`src/design/psfc_pkg.sv`:
```
package psfc_pkg;

   // Conversion selected by the mode register.
   typedef enum logic [3:0] {
      MODE_U8_TO_F32  = 4'd0,
      MODE_S16_TO_F32 = 4'd1,
      MODE_S24_TO_F32 = 4'd2,
      MODE_S32_TO_F32 = 4'd3,
      MODE_S64_TO_F32 = 4'd4,
      MODE_F64_TO_F32 = 4'd5,
      MODE_F32_TO_U8  = 4'd6,
      MODE_F32_TO_S16 = 4'd7,
      MODE_F32_TO_S32 = 4'd8,
      MODE_S24_TO_U8  = 4'd9,
      MODE_S24_TO_S16 = 4'd10,
      MODE_U8_TO_S16  = 4'd11,
      MODE_U8_TO_S32  = 4'd12,
      MODE_S16_TO_S32 = 4'd13,
      MODE_S24_TO_S32 = 4'd14
   } mode_type;

   // Load enables of the internal pipeline stages one to five.
   typedef struct packed {
      logic st1;
      logic st2;
      logic st3;
      logic st4;
      logic st5;
   } stage_en_type;

   localparam int SAMPLE_WIDTH = 64;
   localparam int WORD_WIDTH   = 32;

   // Clamp limits of the float to integer conversions, as magnitudes.
   localparam logic [31:0] U8_POS_LIMIT  = 32'd127;
   localparam logic [31:0] U8_NEG_LIMIT  = 32'd128;
   localparam logic [31:0] S16_POS_LIMIT = 32'd32767;
   localparam logic [31:0] S16_NEG_LIMIT = 32'd32768;
   localparam logic [31:0] S32_POS_LIMIT = 32'd2147483520;
   localparam logic [31:0] S32_NEG_LIMIT = 32'h8000_0000;

endpackage

```
`src/design/psfc_to_float.sv`:
```
module psfc_to_float
   import psfc_pkg::*;
(
   input  logic                    clock,
   input  stage_en_type            en,
   input  mode_type                mode,
   input  logic [SAMPLE_WIDTH-1:0] sample,
   output logic [WORD_WIDTH-1:0]   word
);

   // Stage one: sign, magnitude and exponent offset.
   logic               sign1_in, zero1_in, inf1_in;
   logic [63:0]        mag1_in;
   logic signed [12:0] eoff1_in;
   logic [63:0]        sv;
   logic               is_int;

   logic               sign1_ff, zero1_ff, inf1_ff;
   logic [63:0]        mag1_ff;
   logic signed [12:0] eoff1_ff;

   always_comb begin
      sv       = '0;
      eoff1_in = '0;
      is_int   = 1'b1;
      sign1_in = 1'b0;
      zero1_in = 1'b0;
      inf1_in  = 1'b0;
      mag1_in  = '0;
      unique case (mode)
         MODE_U8_TO_F32: begin
            sv       = {{56{~sample[7]}}, ~sample[7], sample[6:0]};
            eoff1_in = 13'sd56;
         end
         MODE_S16_TO_F32: begin
            sv       = {{48{sample[15]}}, sample[15:0]};
            eoff1_in = 13'sd48;
         end
         MODE_S24_TO_F32: begin
            sv       = {{40{sample[23]}}, sample[23:0]};
            eoff1_in = 13'sd40;
         end
         MODE_S32_TO_F32: begin
            sv       = {{32{sample[31]}}, sample[31:0]};
            eoff1_in = 13'sd32;
         end
         MODE_S64_TO_F32: begin
            sv       = sample;
            eoff1_in = 13'sd0;
         end
         default: begin
            is_int = 1'b0;
         end
      endcase
      if (is_int) begin
         sign1_in = sv[63];
         mag1_in  = sv[63] ? (~sv + 64'd1) : sv;
         zero1_in = (sv == '0);
      end else begin
         // Double input: the hidden bit sits at the top, so no shift is needed.
         sign1_in = sample[63];
         mag1_in  = {1'b1, sample[51:0], 11'b0};
         eoff1_in = $signed({2'b00, sample[62:52]}) - 13'sd1023;
         if (sample[62:52] == '1) begin
            if (sample[51:0] != '0) begin
               zero1_in = 1'b1;
               sign1_in = 1'b0;
            end else begin
               inf1_in = 1'b1;
            end
         end else if (sample[62:52] == '0) begin
            zero1_in = 1'b1;
         end
      end
   end

   always_ff @(posedge clock) begin
      if (en.st1) begin
         sign1_ff <= sign1_in;
         zero1_ff <= zero1_in;
         inf1_ff  <= inf1_in;
         mag1_ff  <= mag1_in;
         eoff1_ff <= eoff1_in;
      end
   end

   // Stage two: leading zero count, byte by byte.
   logic [7:0] nz;
   logic [2:0] lzb [8];
   logic [5:0] lzc2_in;

   logic               sign2_ff, zero2_ff, inf2_ff;
   logic [63:0]        mag2_ff;
   logic signed [12:0] eoff2_ff;
   logic [5:0]         lzc2_ff;

   always_comb begin
      lzc2_in = '0;
      for (int b = 0; b < 8; b++) begin
         nz[b]  = |mag1_ff[8*b +: 8];
         lzb[b] = 3'd7;
         for (int i = 0; i < 8; i++) begin
            if (mag1_ff[8*b + i]) begin
               lzb[b] = 3'(7 - i);
            end
         end
      end
      for (int b = 0; b < 8; b++) begin
         if (nz[b]) begin
            lzc2_in = {3'(7 - b), lzb[b]};
         end
      end
   end

   always_ff @(posedge clock) begin
      if (en.st2) begin
         sign2_ff <= sign1_ff;
         zero2_ff <= zero1_ff;
         inf2_ff  <= inf1_ff;
         mag2_ff  <= mag1_ff;
         eoff2_ff <= eoff1_ff;
         lzc2_ff  <= lzc2_in;
      end
   end

   // Stage three: normalize.
   logic [63:0]        norm3_in;
   logic signed [12:0] e3_in;

   logic               sign3_ff, zero3_ff, inf3_ff;
   logic [63:0]        norm3_ff;
   logic signed [12:0] e3_ff;

   always_comb begin
      norm3_in = mag2_ff << lzc2_ff;
      e3_in    = eoff2_ff - $signed({7'b0, lzc2_ff});
   end

   always_ff @(posedge clock) begin
      if (en.st3) begin
         sign3_ff <= sign2_ff;
         zero3_ff <= zero2_ff;
         inf3_ff  <= inf2_ff;
         norm3_ff <= norm3_in;
         e3_ff    <= e3_in;
      end
   end

   // Stage four: round to the 53 bit double significand.
   logic               inc53;
   logic [53:0]        sum53;
   logic [52:0]        m4_in;
   logic signed [12:0] e4_in;

   logic               sign4_ff, zero4_ff, inf4_ff;
   logic [52:0]        m4_ff;
   logic signed [12:0] e4_ff;

   always_comb begin
      inc53 = norm3_ff[10] & ((|norm3_ff[9:0]) | norm3_ff[11]);
      sum53 = {1'b0, norm3_ff[63:11]} + 54'(inc53);
      if (sum53[53]) begin
         m4_in = sum53[53:1];
         e4_in = e3_ff + 13'sd1;
      end else begin
         m4_in = sum53[52:0];
         e4_in = e3_ff;
      end
   end

   always_ff @(posedge clock) begin
      if (en.st4) begin
         sign4_ff <= sign3_ff;
         zero4_ff <= zero3_ff;
         inf4_ff  <= inf3_ff;
         m4_ff    <= m4_in;
         e4_ff    <= e4_in;
      end
   end

   // Stage five: single exponent, denormalizing shift for tiny values.
   logic signed [12:0] be, sh;
   logic               normal, ovf;
   logic [5:0]         sh_c;
   logic [107:0]       wide;
   logic [7:0]         expf5_in;

   logic               sign5_ff, zero5_ff, inf5_ff, drop5_ff;
   logic [52:0]        m5_ff;
   logic [7:0]         expf5_ff;

   always_comb begin
      be       = e4_ff + 13'sd127;
      normal   = (be > 13'sd0);
      ovf      = (be >= 13'sd255);
      sh       = 13'sd1 - be;
      sh_c     = normal ? 6'd0 : ((sh > 13'sd55) ? 6'd55 : sh[5:0]);
      wide     = {m4_ff, 55'b0} >> sh_c;
      expf5_in = normal ? be[7:0] : 8'd0;
   end

   always_ff @(posedge clock) begin
      if (en.st5) begin
         sign5_ff <= sign4_ff;
         zero5_ff <= zero4_ff;
         inf5_ff  <= inf4_ff | ovf;
         drop5_ff <= |wide[54:0];
         m5_ff    <= wide[107:55];
         expf5_ff <= expf5_in;
      end
   end

   // Round to 24 bits and pack; a carry runs into the exponent on its own.
   logic        inc24;
   logic [30:0] body;

   always_comb begin
      inc24 = m5_ff[28] & ((|m5_ff[27:0]) | drop5_ff | m5_ff[29]);
      body  = {expf5_ff, m5_ff[51:29]} + 31'(inc24);
      if (zero5_ff) begin
         word = {sign5_ff, 31'b0};
      end else if (inf5_ff) begin
         word = {sign5_ff, 8'hFF, 23'b0};
      end else begin
         word = {sign5_ff, body};
      end
   end

endmodule

```
`src/design/psfc_from_float.sv`:
```
module psfc_from_float
   import psfc_pkg::*;
(
   input  logic                  clock,
   input  stage_en_type          en,
   input  mode_type              mode,
   input  logic [31:0]           sample,
   output logic [WORD_WIDTH-1:0] word
);

   // Stage one: unpack, scale exponent, NaN reads as zero.
   logic              nan0;
   logic              sign1_in, inf1_in;
   logic [23:0]       m1_in;
   logic signed [9:0] es1_in, k0, eu0;

   logic              sign1_ff, inf1_ff;
   logic [23:0]       m1_ff;
   logic signed [9:0] es1_ff;

   always_comb begin
      nan0     = (sample[30:23] == '1) && (sample[22:0] != '0);
      inf1_in  = (sample[30:23] == '1) && (sample[22:0] == '0);
      sign1_in = nan0 ? 1'b0 : sample[31];
      m1_in    = nan0 ? 24'd0 : {(sample[30:23] != '0), sample[22:0]};
      // A NaN takes the smallest exponent so that it can never saturate.
      eu0      = ((sample[30:23] == '0) || nan0) ? -10'sd126
                                       : ($signed({2'b00, sample[30:23]}) - 10'sd127);
      unique case (mode)
         MODE_F32_TO_U8:  k0 = 10'sd7;
         MODE_F32_TO_S16: k0 = 10'sd15;
         default:         k0 = 10'sd31;
      endcase
      es1_in = eu0 + k0;
   end

   always_ff @(posedge clock) begin
      if (en.st1) begin
         sign1_ff <= sign1_in;
         inf1_ff  <= inf1_in;
         m1_ff    <= m1_in;
         es1_ff   <= es1_in;
      end
   end

   // Stage two: fixed point with 26 fraction bits plus a sticky bit.
   logic signed [9:0] t1, nt1;
   logic [5:0]        shl;
   logic [4:0]        shr;
   logic [56:0]       a2_in;
   logic              sticky2_in, sat2_in;

   logic              sign2_ff, sticky2_ff, sat2_ff;
   logic [56:0]       a2_ff;

   always_comb begin
      t1         = es1_ff + 10'sd3;
      nt1        = -t1;
      shl        = '0;
      shr        = '0;
      a2_in      = '0;
      sticky2_in = 1'b0;
      sat2_in    = inf1_ff |
                   (es1_ff >= ((mode == MODE_F32_TO_S32) ? 10'sd31 : 10'sd16));
      if (!t1[9]) begin
         shl   = (t1 > 10'sd33) ? 6'd33 : t1[5:0];
         a2_in = 57'(m1_ff) << shl;
      end else if (nt1 > 10'sd24) begin
         sticky2_in = |m1_ff;
      end else begin
         shr        = nt1[4:0];
         a2_in      = 57'(m1_ff >> shr);
         sticky2_in = |(m1_ff & ~('1 << shr));
      end
   end

   always_ff @(posedge clock) begin
      if (en.st2) begin
         sign2_ff   <= sign1_ff;
         sticky2_ff <= sticky2_in;
         sat2_ff    <= sat2_in;
         a2_ff      <= a2_in;
      end
   end

   // Stage three: add one half and smear the leading one downward.
   logic [42:0] y3_in, s3_in;

   logic        sign3_ff, sticky3_ff, sat3_ff;
   logic [42:0] y3_ff, s3_ff;
   logic [30:0] t8_3_ff;

   always_comb begin
      y3_in = {1'b0, a2_ff[41:0]} + (43'd1 << 25);
      s3_in = y3_in;
      s3_in = s3_in | (s3_in >> 1);
      s3_in = s3_in | (s3_in >> 2);
      s3_in = s3_in | (s3_in >> 4);
      s3_in = s3_in | (s3_in >> 8);
      s3_in = s3_in | (s3_in >> 16);
      s3_in = s3_in | (s3_in >> 32);
   end

   always_ff @(posedge clock) begin
      if (en.st3) begin
         sign3_ff   <= sign2_ff;
         sticky3_ff <= sticky2_ff;
         sat3_ff    <= sat2_ff;
         y3_ff      <= y3_in;
         s3_ff      <= s3_in;
         t8_3_ff    <= a2_ff[56:26];
      end
   end

   // Stage four: round the sum to 24 significant bits, truncate, clamp.
   logic [42:0] mask, half, lsbq;
   logic        up;
   logic [43:0] r;
   logic [31:0] t4, pos_lim, neg_lim, lim, mag4_in;

   logic        sign4_ff;
   logic [31:0] mag4_ff;

   always_comb begin
      mask = s3_ff >> 24;
      half = mask ^ (s3_ff >> 25);
      lsbq = (s3_ff >> 23) ^ mask;
      up   = (|(y3_ff & half)) &
             ((|(y3_ff & mask & ~half)) | sticky3_ff | (|(y3_ff & lsbq)));
      r    = {1'b0, y3_ff & ~mask} + (up ? {1'b0, lsbq} : 44'd0);
      t4   = {14'b0, r[43:26]};
      unique case (mode)
         MODE_F32_TO_U8: begin
            pos_lim = U8_POS_LIMIT;
            neg_lim = U8_NEG_LIMIT;
         end
         MODE_F32_TO_S16: begin
            pos_lim = S16_POS_LIMIT;
            neg_lim = S16_NEG_LIMIT;
         end
         default: begin
            pos_lim = S32_POS_LIMIT;
            neg_lim = S32_NEG_LIMIT;
            t4      = {1'b0, t8_3_ff};
         end
      endcase
      lim = sign3_ff ? neg_lim : pos_lim;
      if (sat3_ff || (t4 > lim)) begin
         mag4_in = lim;
      end else begin
         mag4_in = t4;
      end
   end

   always_ff @(posedge clock) begin
      if (en.st4) begin
         sign4_ff <= sign3_ff;
         mag4_ff  <= mag4_in;
      end
   end

   // Stage five: apply the sign and format the word.
   logic [31:0] n5;
   logic [31:0] word5_in;
   logic [31:0] word5_ff;

   always_comb begin
      n5 = sign4_ff ? (~mag4_ff + 32'd1) : mag4_ff;
      if (mode == MODE_F32_TO_U8) begin
         word5_in = {24'b0, n5[7:0] + 8'h80};
      end else begin
         word5_in = n5;
      end
   end

   always_ff @(posedge clock) begin
      if (en.st5) begin
         word5_ff <= word5_in;
      end
   end

   assign word = word5_ff;

endmodule

```
`src/design/pcm_sample_format_converter.sv`:
```
// Channel   Ports                               Direction  Handshake
// request   req_sample_bits, req_last_in        in         req_valid / req_stall
// response  rsp_result_word, rsp_last_out       out        rsp_valid / rsp_stall
// config    csr_write_data                      in         csr_write_enable
//
// A request moves through seven register stages, and one request can be taken
// every cycle unless a response stall has left every stage full.
// The stage count is set by the float path: leading zero count, normalize, double
// rounding, denormalizing shift and final single rounding each take a stage.
// Reset is synchronous and active high; it empties the pipeline and sets the
// mode to u8 to f32. A response stall holds each full stage with no empty stage
// ahead of it and lets empty stages fill, so no request is lost or repeated.
module pcm_sample_format_converter
   import psfc_pkg::*;
(
   input  logic                    clock,
   input  logic                    reset,
   input  logic                    req_valid,
   output logic                    req_stall,
   input  logic [SAMPLE_WIDTH-1:0] req_sample_bits,
   input  logic                    req_last_in,
   output logic                    rsp_valid,
   input  logic                    rsp_stall,
   output logic [WORD_WIDTH-1:0]   rsp_result_word,
   output logic                    rsp_last_out,
   input  logic                    csr_write_enable,
   input  logic [3:0]              csr_write_data
);

   // The user must change the mode register only while the pipeline is empty;
   // the block does not enforce it, and every stage reads the register directly.
   mode_type mode_ff, mode_in;

   always_comb begin
      mode_in = mode_ff;
      if (csr_write_enable) begin
         mode_in = mode_type'(csr_write_data);
      end
   end

   always_ff @(posedge clock) begin
      if (reset) begin
         mode_ff <= MODE_U8_TO_F32;
      end else begin
         mode_ff <= mode_in;
      end
   end

   // Pipeline control. A stage is open when it is empty or its contents move
   // on in this cycle; a stage loads when the stage before it is full and it
   // is open.
   logic [6:0] valid_ff, valid_in;
   logic [6:0] open_w, move, leaving;
   stage_en_type en;

   always_comb begin
      open_w[6] = !valid_ff[6] || !rsp_stall;
      for (int i = 5; i >= 0; i--) begin
         open_w[i] = !valid_ff[i] || open_w[i+1];
      end
      move[0] = req_valid && open_w[0];
      for (int i = 1; i < 7; i++) begin
         move[i] = valid_ff[i-1] && open_w[i];
      end
      for (int i = 0; i < 6; i++) begin
         leaving[i] = move[i+1];
      end
      leaving[6] = !rsp_stall;
      valid_in   = move | (valid_ff & ~leaving);
      en.st1     = move[1];
      en.st2     = move[2];
      en.st3     = move[3];
      en.st4     = move[4];
      en.st5     = move[5];
   end

   always_ff @(posedge clock) begin
      if (reset) begin
         valid_ff <= '0;
      end else begin
         valid_ff <= valid_in;
      end
   end

   assign req_stall = !open_w[0];
   assign rsp_valid = valid_ff[6];

   // Stage zero holds the request as taken.
   logic [SAMPLE_WIDTH-1:0] sample0_ff;
   logic                    last_ff [6];

   always_ff @(posedge clock) begin
      if (move[0]) begin
         sample0_ff <= req_sample_bits;
         last_ff[0] <= req_last_in;
      end
      for (int i = 1; i < 6; i++) begin
         if (move[i]) begin
            last_ff[i] <= last_ff[i-1];
         end
      end
   end

   // The integer to integer pairs are plain bit moves, done in stage one and
   // then carried along to line up with the float paths.
   logic [31:0] int1_in;
   logic [31:0] int_ff [1:5];

   always_comb begin
      unique case (mode_ff)
         MODE_S24_TO_U8:  int1_in = {24'b0, sample0_ff[23:16] ^ 8'h80};
         MODE_S24_TO_S16: int1_in = {{16{sample0_ff[23]}}, sample0_ff[23:8]};
         MODE_U8_TO_S16:  int1_in = {{16{~sample0_ff[7]}}, ~sample0_ff[7],
                                     sample0_ff[6:0], 8'b0};
         MODE_U8_TO_S32:  int1_in = {{24{~sample0_ff[7]}}, ~sample0_ff[7],
                                     sample0_ff[6:0]};
         MODE_S16_TO_S32: int1_in = {{16{sample0_ff[15]}}, sample0_ff[15:0]};
         MODE_S24_TO_S32: int1_in = {{8{sample0_ff[23]}}, sample0_ff[23:0]};
         default:         int1_in = '0;
      endcase
   end

   always_ff @(posedge clock) begin
      if (move[1]) begin
         int_ff[1] <= int1_in;
      end
      for (int i = 2; i < 6; i++) begin
         if (move[i]) begin
            int_ff[i] <= int_ff[i-1];
         end
      end
   end

   // Integer and double samples to single precision.
   logic [WORD_WIDTH-1:0] float_word;

   psfc_to_float u_to_float (
      .clock  (clock),
      .en     (en),
      .mode   (mode_ff),
      .sample (sample0_ff),
      .word   (float_word)
   );

   // Single precision to u8, s16 and s32.
   logic [WORD_WIDTH-1:0] fixed_word;

   psfc_from_float u_from_float (
      .clock  (clock),
      .en     (en),
      .mode   (mode_ff),
      .sample (sample0_ff[31:0]),
      .word   (fixed_word)
   );

   // Output register: pick the path that the mode names.
   logic [WORD_WIDTH-1:0] result_in;
   logic [WORD_WIDTH-1:0] rsp_result_word_ff;
   logic                  rsp_last_out_ff;

   always_comb begin
      case (mode_ff) inside
         [MODE_U8_TO_F32:MODE_F64_TO_F32]:                 result_in = float_word;
         MODE_F32_TO_U8, MODE_F32_TO_S16, MODE_F32_TO_S32: result_in = fixed_word;
         default:                                          result_in = int_ff[5];
      endcase
   end

   always_ff @(posedge clock) begin
      if (move[6]) begin
         rsp_result_word_ff <= result_in;
         rsp_last_out_ff    <= last_ff[5];
      end
   end

   assign rsp_result_word = rsp_result_word_ff;
   assign rsp_last_out    = rsp_last_out_ff;

   // With the response side free, every stage drains and the input is open.
   assert property (@(posedge clock) disable iff (reset) !rsp_stall |-> !req_stall)
      else $error("request stalled while the response side is free");

   // The input is only stalled when the first stage is holding a request.
   assert property (@(posedge clock) disable iff (reset) req_stall |-> valid_ff[0])
      else $error("request stalled with the first stage empty");

   // A response taken with nothing behind it leaves the output empty.
   assert property (@(posedge clock) disable iff (reset)
      (rsp_valid && !rsp_stall && !valid_ff[5]) |=> !rsp_valid)
      else $error("response repeated after it was taken");

endmodule
```
`config.mk`:
```
export PLATFORM = sky130hd
export DESIGN_NAME = pcm_sample_format_converter
export DESIGN_NICKNAME = d
export VERILOG_FILES = /design/src/design/psfc_pkg.sv /design/src/design/psfc_to_float.sv /design/src/design/psfc_from_float.sv /design/src/design/pcm_sample_format_converter.sv
export SDC_FILE = /design/constraint.sdc
export NUM_CORES = 2
export LEC_CHECK = 0
export ABC_AREA = 1
export BUFFER_PORTS_ARGS = -buffer_cell sky130_fd_sc_hd__buf_2
export CAP_MARGIN = 20
export CORE_MARGIN = 2
export CORE_UTILIZATION = 50
export DETAILED_ROUTE_END_ITERATION = 16
export PLACE_DENSITY = 0.68
export SLEW_MARGIN = 20
export SYNTH_ARGS = -nofsm -noshare
export SYNTH_HDL_FRONTEND = slang
export SYNTH_SLANG_ARGS = --single-unit
```
`constraint.sdc`:
```
create_clock -name clock -period 13.3 [get_ports clock]
set_clock_uncertainty 0.2 [all_clocks]
set_input_delay 1.33 -clock clock [delete_from_list [all_inputs] [get_ports clock]]
set_output_delay 1.33 -clock clock [all_outputs]
set_load 0.01 [all_outputs]
```
# Yosys cells after proc, flatten, opt, wreduce, memory -nomap -nowiden

Memory sizes are Yosys's and may differ from the RTL's. A register that Yosys moved wholly into a read port is not among the register bits.
Cells that the tools add are included.

Bits in registers: 767
Bits in writable memories: 166
Bits of input ports: 74
Word-level logic and storage cells: 308
Memories kept: 2

Add/sub/neg operators: 16
Order comparisons: 9
Equality and inequality tests: 15
Shift operators: 5
Muxes and demuxes: 114
Bitwise logic cells: 35
Reduce and logical (&&, ||, !) cells: 58

Memories:

| name    | words | width | rd ports | clocked after memory_dff | wr ports | RTL line                           | RTL |
|---|---|---|---|---|---|---|---|
| int_ff  | 5     | 32    | 5        | 0                        | 5        | pcm_sample_format_converter.sv:107 | `logic [31:0] int_ff [1:5];` |
| last_ff | 6     | 1     | 6        | 1                        | 6        | pcm_sample_format_converter.sv:90  | `logic last_ff [6];` |

Operators with widths:

| cell                                          | count |
|---|---|
| case mux 64 bit (5 select lines)              | 1 |
| case mux 32 bit (6 select lines)              | 1 |
| AND 43 bit                                    | 4 |
| 2-to-1 mux 32 bit                             | 5 |
| OR reduction 43 bit                           | 3 |
| 2-to-1 mux 57 bit                             | 2 |
| >> shifter 108 x 6 -> 107 bit                 | 1 |
| 2-to-1 mux 3 bit                              | 33 |
| 2-to-1 mux 31 bit                             | 3 |
| adder 64 x 1 -> 64 bit, second input constant | 1 |
| logical NOT 64 bit                            | 1 |
| 2-to-1 mux 64 bit                             | 1 |
| inverter 64 bit                               | 1 |
| case mux 32 bit (2 select lines)              | 1 |
| OR reduction 8 bit                            | 8 |
| << shifter 64 x 6 -> 64 bit                   | 1 |
| 2-to-1 mux 63 bit                             | 1 |
| case mux 31 bit (2 select lines)              | 1 |
| << shifter 24 x 6 -> 57 bit                   | 1 |
| >> shifter 24 x 5 -> 57 bit                   | 1 |
| OR reduction 55 bit                           | 1 |
| adder 53 x 1 -> 54 bit                        | 1 |
| 2-to-1 mux 52 bit                             | 1 |
| nonzero test 52 bit                           | 1 |
| other kinds (78)                              | 177 |

# Logic depth before layout (Yosys ltp)

Depth after elaboration: 15
Mapped depth: 36
Depth with buffers taken out: 35

# Hierarchy

From an unflattened synthesis, not the netlist that was laid out.

Cell total of the unflattened synthesis: 6382
Area, all modules: 52479.1 µm²

Modules (own cells, without submodules):

| module                      | times used | cells an instance | area each (µm²) | sequential area each (µm²) |
|---|---|---|---|---|
| psfc_to_float               | 1          | 3571              | 26472.9         | 11320.9 |
| psfc_from_float             | 1          | 2293              | 17694.5         | 7717.4 |
| pcm_sample_format_converter | 1          | 518               | 8311.7          | 6916.6 |

# Worst setup path before layout

OpenSTA, ideal clock, no wires.

Path type: input to register
Start point: input rsp_stall
End point: register int_ff[0][100] (netlist name)
Setup time: 769 ps
Data arrival time: 10059 ps
Required time: 12331 ps
Setup slack: 2272 ps
Stages on the path: 7
Path buffers: 0
Path through: nand2_1 > nor2_1 > inv_1 > nor2_1 > inv_1 > nor2_1 > nor2_1

RTL lines:

| element         | RTL line                          | RTL |
|---|---|---|
| start, declared | pcm_sample_format_converter.sv:23 | `input logic rsp_stall,` |

# Worst setup path after layout

Start point: register u_from_float.s3_ff[42]
End point: register u_from_float.mag4_ff[15], data pin

Cells in the longest elaborated chain, start to end: 13
Elaborated cells on any way between the ends: 21

RTL lines:

| element                                  | RTL line               | RTL |
|---|---|---|
| start, declared                          | psfc_from_float.sv:90  | `logic [42:0] y3_ff, s3_ff;` |
| start signal, assigned                   | psfc_from_float.sv:110 | `s3_ff <= s3_in;` |
| XOR 19 x 18 -> 19 bit                    | psfc_from_float.sv:126 | `half = mask ^ (s3_ff >> 25);` |
| inverter 43 bit                          | psfc_from_float.sv:129 | `((\|(y3_ff & mask & ~half)) \| sticky3_ff \| (\|(y3_ff & lsbq)));` |
| AND 43 bit                               | psfc_from_float.sv:129 |  |
| OR reduction 43 bit                      | psfc_from_float.sv:129 |  |
| bitwise OR 1 bit (2 in series)           | psfc_from_float.sv:129 |  |
| AND 1 bit                                | psfc_from_float.sv:128 | `up = (\|(y3_ff & half)) &` |
| 2-to-1 mux 43 bit                        | psfc_from_float.sv:130 | `r = {1'b0, y3_ff & ~mask} + (up ? {1'b0, lsbq} : 44'd0);` |
| adder 43 x 44 -> 44 bit *                | psfc_from_float.sv:130 |  |
| 2-to-1 mux 31 bit *                      | psfc_from_float.sv:132 | `unique case (mode)` |
| greater-than comparator 31 x 32 -> 1 bit | psfc_from_float.sv:148 | `if (sat3_ff \|\| (t4 > lim)) begin` |
| logical OR 1 bit                         | psfc_from_float.sv:148 |  |
| 2-to-1 mux 32 bit *                      | psfc_from_float.sv:148 |  |
| net u_from_float.mag4_in[15]             | psfc_from_float.sv:119 | `logic [31:0] t4, pos_lim, neg_lim, lim, mag4_in;` |
| end signal, assigned                     | psfc_from_float.sv:158 | `mag4_ff <= mag4_in;` |
| end, declared                            | psfc_from_float.sv:122 | `logic [31:0] mag4_ff;` |

Mark *: on every way through the listed nets, which the timed path passes. The rest lies on a longest branch.
A chain may end at the register's enable or synchronous reset.

==> flow_metrics.env <==
export IMPL_cts_made_buffers=89
export IMPL_ys_flop_type="edfxtp_1"
export IMPL_fillers=9435
export IMPL_synth_area_um2=51400
export IMPL_cts_sinks=868
export IMPL_place_hpwl_um=108000
export IMPL_initialDrtViolationCount=5098
export IMPL_synthTopCellsByCount="1440 x nand2_1, 857 x edfxtp_1, 651 x nor2_1"
export IMPL_diodes=0
export IMPL_clockBufferDepth=3
export IMPL_cts_root_buf="clkbuf_16"
export IMPL_p_sw_mw=1.67
export IMPL_dieHeight_um=325
export IMPL_tightest_slew_ns=1.05
export IMPL_grt_max_degree=96
export IMPL_timing_rr_end="u_from_float.mag4_ff[15]"
export IMPL_die_w_um=325
export IMPL_critPathCaptureType="flop"
export IMPL_synth_top_family_by_area="simple AND/OR/NAND/NOR gates"
export IMPL_path_max_fanout=32
export IMPL_worstHoldStart="int_ff[0][94]"
export IMPL_nets=6282
export IMPL_ir_drop_mv=0.108
export IMPL_synthSimpleGateAreaFrac_pct=25.9
export IMPL_synthArstFlopShare_pct=0
export IMPL_port_buffers=108
export IMPL_vias_per_cell=5.63
export IMPL_antenna_found_initial=1
export IMPL_synth_compound_area_share_pct=11.0
export IMPL_synth_top_cell_area_share_pct=50.1
export IMPL_setup_viol=0
export IMPL_cts_tree="done"
export IMPL_power_internal_mw=4.84
export IMPL_fmax_ghz=0.126
export IMPL_cts_max_level=3
export IMPL_crit_required_ns=13.47
export IMPL_syn_inst=6121
export IMPL_p_sw_share_pct=25.7
export IMPL_power_density_nw_per_um2=116
export IMPL_grt_pass1_vias=37800
export IMPL_hold_buffers=0
export IMPL_synth_adder_area_share_pct=2.18
export IMPL_p_seq_share_pct=48.9
export IMPL_postCtsSetupBuffers=0
export IMPL_wirelength_um=140000
export IMPL_num_vias=42500
export IMPL_timing_slew_headroom_pct=29.8
export IMPL_rsz0062_at_grt="no"
export IMPL_synth_area_leaders="edfxtp_1 50%, nand2_1 11%, nand3_1 6.0%, o21ai_0 4.8%, nor2_1 4.8%"
export IMPL_die_area_um2=105000
export IMPL_start_util_pct=50.4
export IMPL_cp_start_kind="flop"
export IMPL_synth_top_area_cell="edfxtp_1"
export IMPL_slew_viol_final=0
export IMPL_areaGrowthSynthToFinish_pct=9.15
export IMPL_status="finished, final reports clean"
export IMPL_p_leak_nw=22.3
export IMPL_gp_congestion=0.978
export IMPL_pin_count=109
export IMPL_seq_area_frac_synth_pct=50.5
export IMPL_grt_usage_pct=25.9
export IMPL_rrSetupSlack_ns=5.36
export IMPL_max_cap_viol_count=0
export IMPL_ys_ff_latch=868
export IMPL_p_clk_share_pct=38.8
export IMPL_clock_latency_ns=0.66
export IMPL_drcViolationCount=0
export IMPL_row_count=117
export IMPL_register_area_um2=26000
export IMPL_first_pass_iters=6
export IMPL_drive_gt1_share_pct=7.30
export IMPL_grt_overflow=0
export IMPL_fin_crit_ns=7.94
export IMPL_cts_reportedPaths_clkPinSlew_ns=0.06
export IMPL_yosysWarnings=0
export IMPL_min_to="int_ff[0][126]"
export IMPL_crit_start="u_from_float.s3_ff[42]"
export IMPL_fin_crit_sh_pct=59.7
export IMPL_final_antenna_net_count=0
export IMPL_multiInputGateArea_um2=22200
export IMPL_synthXorXnorAreaFrac_pct=2.76
export IMPL_grt_pass1_wl_um=216000
export IMPL_synthMuxAreaShare_pct=1.15
export IMPL_arrival_ns=8.10
export IMPL_synth_enable_flop_cells=857
export IMPL_power_mw=6.51
export IMPL_ys_types=80
export IMPL_hold_path_class="reg -> reg"
export IMPL_setup_tns_ns=0
export IMPL_ctsResizeCount=0
export IMPL_core_area_um2=102000
export IMPL_yosysMostFrequentCell="nand2_1"
export IMPL_hold_viol_final=0
export IMPL_synth_area_per_cell_um2=8.40
export IMPL_hold_depth=0
export IMPL_syn_num_nets=6284
export IMPL_combPwrFrac_pct=12.3
export IMPL_crit_type="reg -> reg"
export IMPL_reg2reg_from="u_from_float.s3_ff[42]"
export IMPL_wl_per_cell_um=18.6
export IMPL_rr_worst_depth=25
[sequential cells by signal, indices dropped and copies added (netlist names), 20 cells and up]
register / count
u_from_float.s3_ff: 20
u_to_float.mag1_ff: 64
int_ff: 120
u_to_float.m4_ff: 53
u_from_float.mag4_ff: 32
u_from_float.m1_ff: 24
u_from_float.y3_ff: 42
u_from_float.t8_3_ff: 31
rsp_result_word: 32
u_from_float.word: 32
sample0_ff: 64
u_to_float.mag2_ff: 64
u_from_float.a2_ff: 57
u_to_float.norm3_ff: 64
u_to_float.m5_ff: 52
[routing by layer]
| metal | track usage [%] | routed length (um) |
|---|---|---|
| met1 | 40.5 | 66500 |
| met2 | 37.7 | 59600 |
| met3 | 2.95 | 10300 |
| met4 | 7.83 | 4080 |
| met5 | 0 | 13 |
[final cells by class]
| cell class | count | share of cell area, % |
|---|---|---|
| Clock buffer | 109 | 4.23 |
| Clock inverter | 54 | 1.11 |
| Inverter | 618 | 4.17 |
| Multi-Input combinational cell | 4388 | 39.5 |
| Sequential cell | 868 | 46.3 |
| Tap cell | 1368 | 3.05 |
| Timing Repair Buffer | 154 | 1.65 |
[critical path: stages (launching register included)]
cell and delay [ns]:
edfxtp_1 0.54, xnor2_1 0.45, nor2_1 0.08, a2111oi_0 0.73, o2111ai_1 0.31, nand2_1 0.60
nor2_1 0.09, ha_1 0.36, nand2_1 0.13, nor4_1 0.49, nand3_1 0.13, o41ai_1 0.50
buf_4 0.23, nand2_1 0.06, xor2_1 0.16, o21ai_0 0.36, ha_1 0.24, nand4_1 0.14
nor4_1 0.47, a21bo_2 0.24, nand2_1 0.05, a32o_1 0.21, nand2_1 0.14, inv_1 0.41
nand2_1 0.20, o21ai_0 0.11
[metrics by stage]
stage               instance area, um^2  util [%]  hold WS, ns  cells  setup WS [ns]
floorplan                         51400         -        0.200   6121           2.27
global placement                  53000      52.1        0.203   7394           5.65
detailed placement                53000      52.1        0.205   7394           5.61
CTS                               56000      55.0        0.212   7557           5.59
global route                      56100      55.0        0.211   7559           4.87
finish                            56100      55.0        0.202   7559           5.36
[layout by cell type, fill, tap and decap left out, drive strengths merged, types with 4 or more instances in the layout]
cell type	netlist	final
o21a	9	9
nor3b	13	13
a2111oi	4	4
mux2i	59	59
o2111ai	7	7
dfxtp	11	11
clkinvlp	0	10
o41ai	7	7
xnor2	40	40
a21boi	5	5
o21ai	542	542
nor2	684	684
clkbuf	178	109
a221oi	4	4
inv	607	610
nand3b	10	10
clkinv	11	41
o211ai	24	24
o22ai	54	54
nand2	1462	1462
nor4	56	56
o221ai	11	11
or2	33	33
o311ai	4	4
ha	88	88
nand3	623	623
nor3	101	101
o31ai	9	9
buf	69	154
edfxtp	857	857
o21bai	8	8
a21oi	242	242
o32ai	14	14
a31oi	33	33
bufinv	0	11
xor2	121	121
nand4	70	70
a211oi	18	18
[power groups by stage]
stage / clock network [mW] / logic, mW / registers (mW)
6_report: 2.53 / 0.802 / 3.18
4_1_cts: 2.58 / 0.785 / 3.18
3_3_place_gp: 0 / 0.777 / 3.24
5_1_grt: 2.68 / 0.896 / 3.19
3_5_place_dp: 0 / 0.782 / 3.24
2_1_floorplan: 0 / 0.574 / 3.21
[worst max-delay path by stage]
stage / endpoint / depth (start not counted)
final: u_from_float.mag4_ff[15] / 25
after CTS: u_from_float.mag4_ff[15] / 25
after global routing: u_from_float.mag4_ff[15] / 27
after detailed placement: u_from_float.mag4_ff[15] / 25
after floorplan: int_ff[0][100] / 7
after global placement: u_from_float.mag4_ff[7] / 25
[kinds of logic (layout without fill, tap and decap cells)]
family,count (synthesis),in the layout
adders and majority gates,89,89
and+or+nand+nor,3067,3067
buffers and inverters,865,935
muxes,59,59
AOI/OAI and AO/OA,1012,1012
xor gates and xnor gates,161,161
DFF,868,868
Note: power is estimated with default switching activity, not from simulation.
